<file path="config.mk">
export PLATFORM = sky130hd
export DESIGN_NAME = edge_interrupt_line_debounce
export DESIGN_NICKNAME = d
export VERILOG_FILES = /design/src/hw/rtl/eild_pkg.sv /design/src/hw/rtl/eild_line_table.sv /design/src/hw/rtl/edge_interrupt_line_debounce.sv
export VERILOG_INCLUDE_DIRS = /design/src /design/src/hw/rtl
export SDC_FILE = /design/constraint.sdc
export NUM_CORES = 1
export LEC_CHECK = 0
export ABC_AREA = 1
export CAP_MARGIN = 20
export CORE_ASPECT_RATIO = 1.75
export CORE_MARGIN = 3
export CORE_UTILIZATION = 43
export DETAILED_ROUTE_END_ITERATION = 8
export DONT_BUFFER_PORTS = 1
export GPL_TIMING_DRIVEN = 0
export PLACE_DENSITY = 0.54
export SLEW_MARGIN = 20
export SYNTH_ARGS = -nofsm -noshare
export SYNTH_HDL_FRONTEND = slang
export SYNTH_SLANG_ARGS = --single-unit
</file>
<file path="constraint.sdc">
create_clock -name clk -period 13.1 [get_ports clk]
set_input_delay 0.655 -clock clk [delete_from_list [all_inputs] [get_ports clk]]
set_output_delay 0.655 -clock clk [all_outputs]
set_load 0.02 [all_outputs]
</file>
<file path="src/hw/rtl/edge_interrupt_line_debounce_macros.svh">
// -----------------------------------------------------------------------------
// edge_interrupt_line_debounce_macros.svh
// Assertion macros shared by the interrupt line debounce block.
// -----------------------------------------------------------------------------
`ifndef EDGE_INTERRUPT_LINE_DEBOUNCE_MACROS_SVH
`define EDGE_INTERRUPT_LINE_DEBOUNCE_MACROS_SVH

// Antecedent in this cycle implies consequent in the same cycle.
`define EILD_ASSERT_NOW(lbl, ante, cons, msg) \
  lbl: assert property (@(posedge clk) disable iff (!rst_n) (ante) |-> (cons)) \
    else $error(msg);

// Antecedent in this cycle implies consequent in the next cycle.
`define EILD_ASSERT_NEXT(lbl, ante, cons, msg) \
  lbl: assert property (@(posedge clk) disable iff (!rst_n) (ante) |=> (cons)) \
    else $error(msg);

`endif

</file>
<file path="src/hw/rtl/eild_pkg.sv">
// -----------------------------------------------------------------------------
// eild_pkg
// Types and constants for the interrupt line debounce block.
// -----------------------------------------------------------------------------
package eild_pkg;

  // Fixed field widths
  localparam int TIME_WIDTH = 48;
  localparam int THR_WIDTH  = 32;
  localparam int PORT_WIDTH = 4;
  localparam int LINE_WIDTH = 4;

  // Request codes
  localparam logic [1:0] REQ_ATTACH = 2'd0;
  localparam logic [1:0] REQ_DETACH = 2'd1;
  localparam logic [1:0] REQ_EVENT  = 2'd2;
  localparam logic [1:0] REQ_UNUSED = 2'd3;

  // Input item
  typedef struct packed {
    logic [1:0]            req_type;
    logic [PORT_WIDTH-1:0] port;
    logic [LINE_WIDTH-1:0] line;
    logic                  level;
    logic [THR_WIDTH-1:0]  debounce_ticks;
    logic [TIME_WIDTH-1:0] now_ticks;
  } in_item_t;

  // Result item
  typedef struct packed {
    logic                             status;
    logic                             notify;
    logic [PORT_WIDTH+LINE_WIDTH-1:0] pin_index;
    logic                             pin_level;
  } out_item_t;

endpackage

</file>
<file path="src/hw/rtl/eild_line_table.sv">
// -----------------------------------------------------------------------------
// eild_line_table
// Per-line routing, enable, threshold and timestamp store with the
// attach / detach / event decision; only some fired items update the state.
// -----------------------------------------------------------------------------
module eild_line_table
  import eild_pkg::*;
#(
  parameter int NUM_LINES = 16
) (
  input  logic      clk,
  input  logic      rst_n,
  input  logic      fire,
  input  in_item_t  req,
  output out_item_t res
);

  localparam int IDX_W = (NUM_LINES > 1) ? $clog2(NUM_LINES) : 1;

  // Line state: routing and enable are control, threshold and time are payload
  logic [PORT_WIDTH-1:0] sel_r  [NUM_LINES];
  logic [NUM_LINES-1:0]  en_r;
  logic [THR_WIDTH-1:0]  thr_r  [NUM_LINES];
  logic [TIME_WIDTH-1:0] last_r [NUM_LINES];

  logic [IDX_W-1:0]      idx;
  logic                  line_ok;
  logic [PORT_WIDTH-1:0] cur_sel;
  logic                  cur_en;
  logic [THR_WIDTH-1:0]  cur_thr;
  logic [TIME_WIDTH-1:0] cur_last;
  logic                  port_match;
  logic                  attach_ok;
  logic                  attach_busy;
  logic                  detach_hit;
  logic                  ev_hit;
  logic [TIME_WIDTH-1:0] elapsed;
  logic                  thr_zero;
  logic                  elapsed_ok;
  logic                  deliver;
  logic                  stamp;

  // Line lookup
  assign idx      = IDX_W'(req.line);
  assign line_ok  = ({2'b00, req.line} < 6'(NUM_LINES));
  assign cur_sel  = sel_r[idx];
  assign cur_en   = en_r[idx];
  assign cur_thr  = thr_r[idx];
  assign cur_last = last_r[idx];

  // Request decode
  assign port_match  = (cur_sel == req.port);
  assign attach_ok   = fire && line_ok && (req.req_type == REQ_ATTACH)
                       && (port_match || !cur_en);
  assign attach_busy = fire && line_ok && (req.req_type == REQ_ATTACH)
                       && !port_match && cur_en;
  assign detach_hit  = fire && line_ok && (req.req_type == REQ_DETACH) && port_match;
  assign ev_hit      = fire && line_ok && (req.req_type == REQ_EVENT)
                       && cur_en && port_match;

  // Debounce: elapsed time wraps modulo 2^TIME_WIDTH
  assign elapsed    = req.now_ticks - cur_last;
  assign thr_zero   = (cur_thr == '0);
  assign elapsed_ok = (|elapsed[TIME_WIDTH-1:THR_WIDTH])
                      || (elapsed[THR_WIDTH-1:0] >= cur_thr);
  assign deliver    = ev_hit && (thr_zero || elapsed_ok);
  assign stamp      = ev_hit && !thr_zero && elapsed_ok;

  // Result fields
  always_comb begin
    res.status    = attach_busy;
    res.notify    = deliver;
    res.pin_index = deliver ? {req.port, req.line} : '0;
    res.pin_level = deliver ? req.level : 1'b0;
  end

  // Routing and enable update
  always_ff @(posedge clk) begin
    if (!rst_n) begin
      for (int i = 0; i < NUM_LINES; i++) begin
        sel_r[IDX_W'(i)] <= '0;
      end
      en_r <= '0;
    end else if (attach_ok) begin
      sel_r[idx] <= req.port;
      en_r[idx]  <= 1'b1;
    end else if (detach_hit) begin
      en_r[idx] <= 1'b0;
    end
  end

  // Threshold and timestamp update
  always_ff @(posedge clk) begin
    if (attach_ok) begin
      thr_r[idx]  <= req.debounce_ticks;
      last_r[idx] <= req.now_ticks;
    end else if (stamp) begin
      last_r[idx] <= req.now_ticks;
    end
  end

endmodule

</file>
<file path="src/hw/rtl/edge_interrupt_line_debounce.sv">
// -----------------------------------------------------------------------------
// edge_interrupt_line_debounce
// Sixteen-line external interrupt controller with per-line debounce. Each
// request (attach, detach or pin change event) is taken into an input
// register, resolved against the line table and written to a result
// register; one result comes back for every request. The block takes one
// request per clock when the result side does not stall. That rate is set
// by the read-modify-write of the line table, which lets back-to-back
// requests to the same line see each other's updates. Lines at or above
// NUM_LINES, and unknown request codes, return an all-zero result.
// -----------------------------------------------------------------------------
`include "edge_interrupt_line_debounce_macros.svh"

module edge_interrupt_line_debounce
  import eild_pkg::*;
#(
  parameter int NUM_LINES = 16
) (
  input  logic      clk,
  input  logic      rst_n,
  input  logic      in_valid,
  output logic      in_ready,
  input  in_item_t  in_data,
  output logic      out_valid,
  input  logic      out_ready,
  output out_item_t out_data
);

  logic      in_vld_r;
  in_item_t  in_r;
  logic      out_vld_r;
  out_item_t out_r;
  logic      advance;
  logic      fire;
  out_item_t res;

  // Stage control: the table stage moves when the result register frees up
  assign advance  = !out_vld_r || out_ready;
  assign fire     = in_vld_r && advance;
  assign in_ready = !in_vld_r || advance;

  // Input register
  always_ff @(posedge clk) begin
    if (!rst_n) begin
      in_vld_r <= 1'b0;
    end else if (in_ready) begin
      in_vld_r <= in_valid;
    end
  end

  always_ff @(posedge clk) begin
    if (in_valid && in_ready) begin
      in_r <= in_data;
    end
  end

  // Line table and decision
  eild_line_table #(
    .NUM_LINES(NUM_LINES)
  ) u_table (
    .clk  (clk),
    .rst_n(rst_n),
    .fire (fire),
    .req  (in_r),
    .res  (res)
  );

  // Result register
  always_ff @(posedge clk) begin
    if (!rst_n) begin
      out_vld_r <= 1'b0;
    end else if (advance) begin
      out_vld_r <= fire;
    end
  end

  always_ff @(posedge clk) begin
    if (fire) begin
      out_r <= res;
    end
  end

  assign out_valid = out_vld_r;
  assign out_data  = out_r;

  // Checks
  `EILD_ASSERT_NEXT(a_fire_gives_result, fire, out_vld_r, "processed item left no result")
  `EILD_ASSERT_NOW(a_notify_no_status, out_vld_r && out_r.notify, !out_r.status, "notify with status")
  `EILD_ASSERT_NOW(a_quiet_fields_zero, out_vld_r && !out_r.notify, (out_r.pin_index == '0) && !out_r.pin_level, "pin fields set without notify")
  `EILD_ASSERT_NOW(a_stall_source, !in_ready, in_vld_r && out_vld_r && !out_ready, "input stalled without backpressure")

endmodule
</file>
; Yosys cells after proc, flatten, opt, wreduce, memory -nomap -nowiden
; Memory sizes are Yosys's and may differ from the RTL's. A register that Yosys moved wholly into a read port is not among the register bits.
; Index checks and enable logic that the tools add are counted.
[classes]
addsub = 1
magnitude_cmp = 3
n_eq_ne = 3
n_mux = 21
n_bitwise = 4
n_reduce_logical = 30
[ops]
columns = op, n
row1 = $mux W48, 1
row2 = $sub A48 B48 Y48, 1
row3 = $ge A32 B32 Y1, 1
row4 = $logic_not A32 Y1, 1
row5 = $mux W16, 2
row6 = $mux W4, 5
row7 = $and A16 B16 Y16, 1
row8 = $not A16 Y16, 1
row9 = $or A16 B16 Y16, 1
row10 = $reduce_or A16 Y1, 1
row11 = $logic_and A1 B1 Y1, 15
row12 = $mux W1, 11
row13 = $logic_not A1 Y1, 5
row14 = $logic_or A1 B1 Y1, 5
row15 = $lt A4 B5 Y1 const B, 1
row16 = $bmux W1 S4, 1
row17 = $demux W1 S4, 1
row18 = $eq A4 B4 Y1, 1
row19 = $ge A4 B1 Y1 const B, 1
row20 = $reduce_or A4 Y1, 1
row21 = $eq A2 B1 Y1 const B, 1
row22 = $eq A2 B2 Y1 const B, 1
row23 = $logic_not A2 Y1, 1
row24 = $reduce_bool A2 Y1, 1
row25 = $or A1 B1 Y1, 1
[totals]
register_bits = 120
mem_bits_rw = 1344
out_inout_bits = 13
wordCells = 78
n_memories = 3
[mem_list]
columns = name, depth, word_bits, read_ports, rd_clocked_by_memory_dff, write_ports, line
row1 = u_table.last_r, 16, 48, 1, 1, 1, eild_line_table.sv:24  ; logic [TIME_WIDTH-1:0] last_r [NUM_LINES];
row2 = u_table.thr_r, 16, 32, 1, 1, 1, eild_line_table.sv:23  ; logic [THR_WIDTH-1:0] thr_r [NUM_LINES];
row3 = u_table.sel_r, 16, 4, 1, 1, 16, eild_line_table.sv:21  ; logic [PORT_WIDTH-1:0] sel_r [NUM_LINES];

; Depth between registers and ports, before layout
[logic_depth]
word_depth = 12
mapped_depth = 38

; Cells and area by module
; A second synthesis with hierarchy kept.
[hier_totals]
hier_cells = 4238
hier_area_um2 = 58563.7
[by_module_without_submodules]
columns = module, n_inst, cells_per_inst, area_each_um2, seq_area_each_um2
row1 = eild_line_table, 1, 4123, 55405.6, 40679.0
row2 = edge_interrupt_line_debounce, 1, 115, 3158.0, 3103.0

; Worst setup path before layout
; No wires, ideal clock.
[synth_timing]
path_type = reg2reg
startpoint = reg with a tool-made name
endpoint = mem u_table.last_r[1][0] (enable)
setup_time_ps = 470
arrival_time_ps = 6599
required_time_ps = 12630
setup_slack_ps = 6032
path_stages_with_launch = 31
path_buffers = 5
period_less_slack_ps = 7068
path_cell_list = dfxtp_1 -> buf_2 -> clkinv_1 -> buf_4 -> clkbuf_1 -> clkbuf_1 -> clkbuf_1 -> o221ai_1 -> o211ai_1 -> nand2_1 -> ha_1 -> fa_1 -> nor2_1 -> nor2_1 -> o21ai_0 -> nand2_1 -> nand2_1 -> xor2_1 -> ha_1 -> a21oi_1 -> o21ai_0 -> nand3_1 -> a21oi_1 -> nor3_1 -> nand2_1 -> a21oi_1 -> nand2_1 -> nor2_1 -> nand2_1 -> nand2_4 -> a21oi_1
[synth_lines]
columns = item, line
row1 = end: declaration, eild_line_table.sv:24

==> metrics.cfg <==
[outcome]
outcome = finished, final reports clean

[sta]
tightest_slew_ns = 1.26
rsz0062_at_grt = false
finalHoldViolations = 0
fin_ws_ns = 3.30
setup-violations-final = 0
maxSlewHeadroom = 0.160
clock_skew_ns = 0.0453
hold_ws_ns = 0.0599
fin_crit_sh = 0.748
fin_crit_ns = 9.80
fmax_mhz = 102
slew_violations = 0

[worst_setup_path]
cpPeakStageDelay_ns = 0.87
critical_path_peak_fanout = 13
ff2ff_path_depth = 33
required_ns = 13.63
cp-end-kind = flop
worst_setup_path_start_kind = flop
crit_arrival_ns = 10.34
worstSetupPathType = flop to flop
worst_path_most_repeated_cell = nand2_1
crit_path_top_delay_cell = clkbuf_1

[global_routing]
grt_pass1_wl_um = 322000
gr-total-overflow = 0
grt_max_degree = 53
grt_usage = 0.309
grt_pass1_vias = 43700
antenna_found_initial = 9

[drt]
wl_met2_um = 120000
route.met3.wl_um = 13000
dr.pass1.iters = 8
detail-route-antenna-nets = 0
avgRoutedWirePerCell_um = 31.1
via_per_inst = 5.87
drt-initial-drc-count = 4474
topRoutingLayerUsed = met5
wirelength_um = 232000
remaining_drc_errors = 0
m1WireLength_um = 78100
vias = 43900

[synth]
synthArstFlopShare = 0
ys_ff_latch = 1468
yosys_warnings = 0
syn_area_um2 = 62000
synth_seq_area_share = 0.707
ys_types = 42
avgSynthCellArea_um2 = 12.0
synth.largest_area_cell = edfxtp_1
yosys-top-cells-area = edfxtp_1 (70%), nor2_1 (6.0%), o21ai_0 (5.3%)
syn-num-nets = 5362
synthCells = 5185
synth_top_area_frac = 0.700
synth-edff-count = 1446
synth-main-ff-cell = edfxtp_1

[floorplanning]
die_h_um = 508
fp-row-count = 183
start_util = 0.435
fp.coreArea_um2 = 143000
io_pins = 108
die_x_um = 293
die_area_um2 = 149000

[clocking]
cts.sinks = 1468
worstSkewPairLatency_ns = 0.82
ctsHtreeMaxLevel = 4
numCtsBuffers = 140
clock-root-buffer = clkbuf_16
clockBufferDepth = 3
cts_tree = yes
path_clk_slew_ns = 0.06
cts_resized = 0

[power]
power_mw = 10.7
peakVddDrop_uv = 130
power_density_nw_per_um2 = 148
leakage_nw = 24.8

[layout]
syn_to_final_growth_pct = 16.3
drive_gt1_frac = 0.0778
fin_cells = 7471
num-nets-final = 5689
fin_util = 0.506

[place]
place.gp.congestion = 0.942
dp_hpwl_um = 168000
portBuffers = 0
place_inst = 7129
pre_cts_ws_ns = 3.38

[worst_hold_path]
hp-class = primary input to flop
min_path_cells = 3

[flow_run]
maxCapViolCount = 0

-- repair_timing --
action / in CTS / in global routing
setup endpoints to repair: 0 / 0
hold buffers: 91 / 0
buffers inserted: 0 / 0
hold endpoints to repair: 95 / 0
-- worst max-delay path, delay by kind of cell (launching register included) --
kind,cells,cell delay (ns)
DFF,1,0.35
and+or+nand+nor,12,1.96
adders and majority gates,2,0.92
xor gates and xnor gates,1,0.25
AOI/OAI and AO/OA,6,1.70
buffers and inverters,12,4.26
-- cells in the final DEF, fill, tap and decap left out, drive strengths merged --
cell,Yosys,routed
nand3b,4,4
nor2,1018,1018
xor2,24,24
dlygate4sd3,0,91
clkinvlp,0,8
a22oi,8,8
nand3,175,175
o21a,2,2
clkbuf,208,382
clkinv,6,61
inv,326,333
ha,81,81
xnor2,9,9
a21oi,87,87
nor3,18,18
fa,1,1
dfxtp,22,22
and2,1,1
o21bai,8,8
a31oi,4,4
nor3b,1,1
buf,83,177
diode,0,3
o211ai,181,181
nand2,542,542
o21ai,725,725
nand4,6,6
bufinv,0,4
a211oi,1,1
or2,3,3
o22ai,50,50
o221ai,145,145
edfxtp,1446,1446
-- synth_stat cells (3+ instances only) --
cell,n
nand2_4,4
clkinv_1,6
inv_2,4
nor2_1,1000
a21oi_1,74
a22oi_1,8
buf_2,52
buf_1,5
nor2_2,11
nor3_1,18
or2_2,3
o21bai_1,8
xnor2_1,9
nand3_1,175
ha_1,81
nor2_4,7
edfxtp_1,1446
inv_1,322
nand2_1,532
buf_6,13
xor2_1,24
a31oi_1,4
nand3b_1,4
clkbuf_1,208
a21oi_2,13
nand4_1,6
o221ai_1,145
dfxtp_1,22
o211ai_1,179
o22ai_1,50
nand2_2,6
o21ai_1,61
buf_4,10
buf_8,3
o21ai_0,662
-- cell type report --
class | instances | area, um2
inverters | 332 | 1250
diodes | 3 | 7.51
repair buffers | 185 | 3280
fillers | 12500 | 70500
well taps | 1850 | 2310
clock inverters | 74 | 589
flip-flops and latches | 1468 | 43900
clock buffers | 174 | 3720
multi-input cells | 3094 | 15800
plain buffers | 291 | 1340
-- cell families after synthesis --
family                     count (synthesis)  synth area share
xor gates and xnor gates                  33           0.00466
AOI/OAI and AO/OA                       1211             0.117
buffers and inverters                    623            0.0415
DFF                                     1468             0.707
adders and majority gates                 82            0.0167
and+or+nand+nor                         1768             0.114
-- layer usage --
layer | GRT usage | up-vias
met5 | 0 | -
met1 | 0.322 | 21800
li1 | - | 19300
met3 | 0.0442 | 726
met4 | 0.232 | 8
met2 | 0.560 | 1989
-- state kept, by name, indices dropped and copies added (netlist names), named ones only --
signal	cells
out_valid	1
in_vld_r	1
out_data	11
in_r	91
u_table.sel_r	64
u_table.last_r	768
u_table.thr_r	512
-- where the power goes --
part	internal [mW]	total [mW]	leakage (nW)	switching (mW)
sequential	5.20	5.28	13.3	0.0857
clock	2.11	3.94	2.08	1.83
combinational	0.406	1.47	9.35	1.07
total	7.71	10.7	24.8	2.99
-- worst paths after layout --
kind / slack (ns) / startpoint / to
setup reg to reg: 3.30 / flop / u_table.last_r[11][42]$_DFFE_PP_
hold / removal: 0.06 / out_ready / out_valid$_SDFFE_PN0P_
setup / recovery: 3.30 / flop / u_table.last_r[11][42]$_DFFE_PP_
hold reg to reg: 0.48 / flop / flop
-- through the flow --
stage / cell area, um2 / TNS, ns
after floorplan: 62000 / 0
after global placement: 64400 / -234.80
after detailed placement: 66900 / 0
after CTS: 72200 / 0
after global routing: 72200 / 0
final: 72200 / 0
Power figures use the tool's default switching activity.
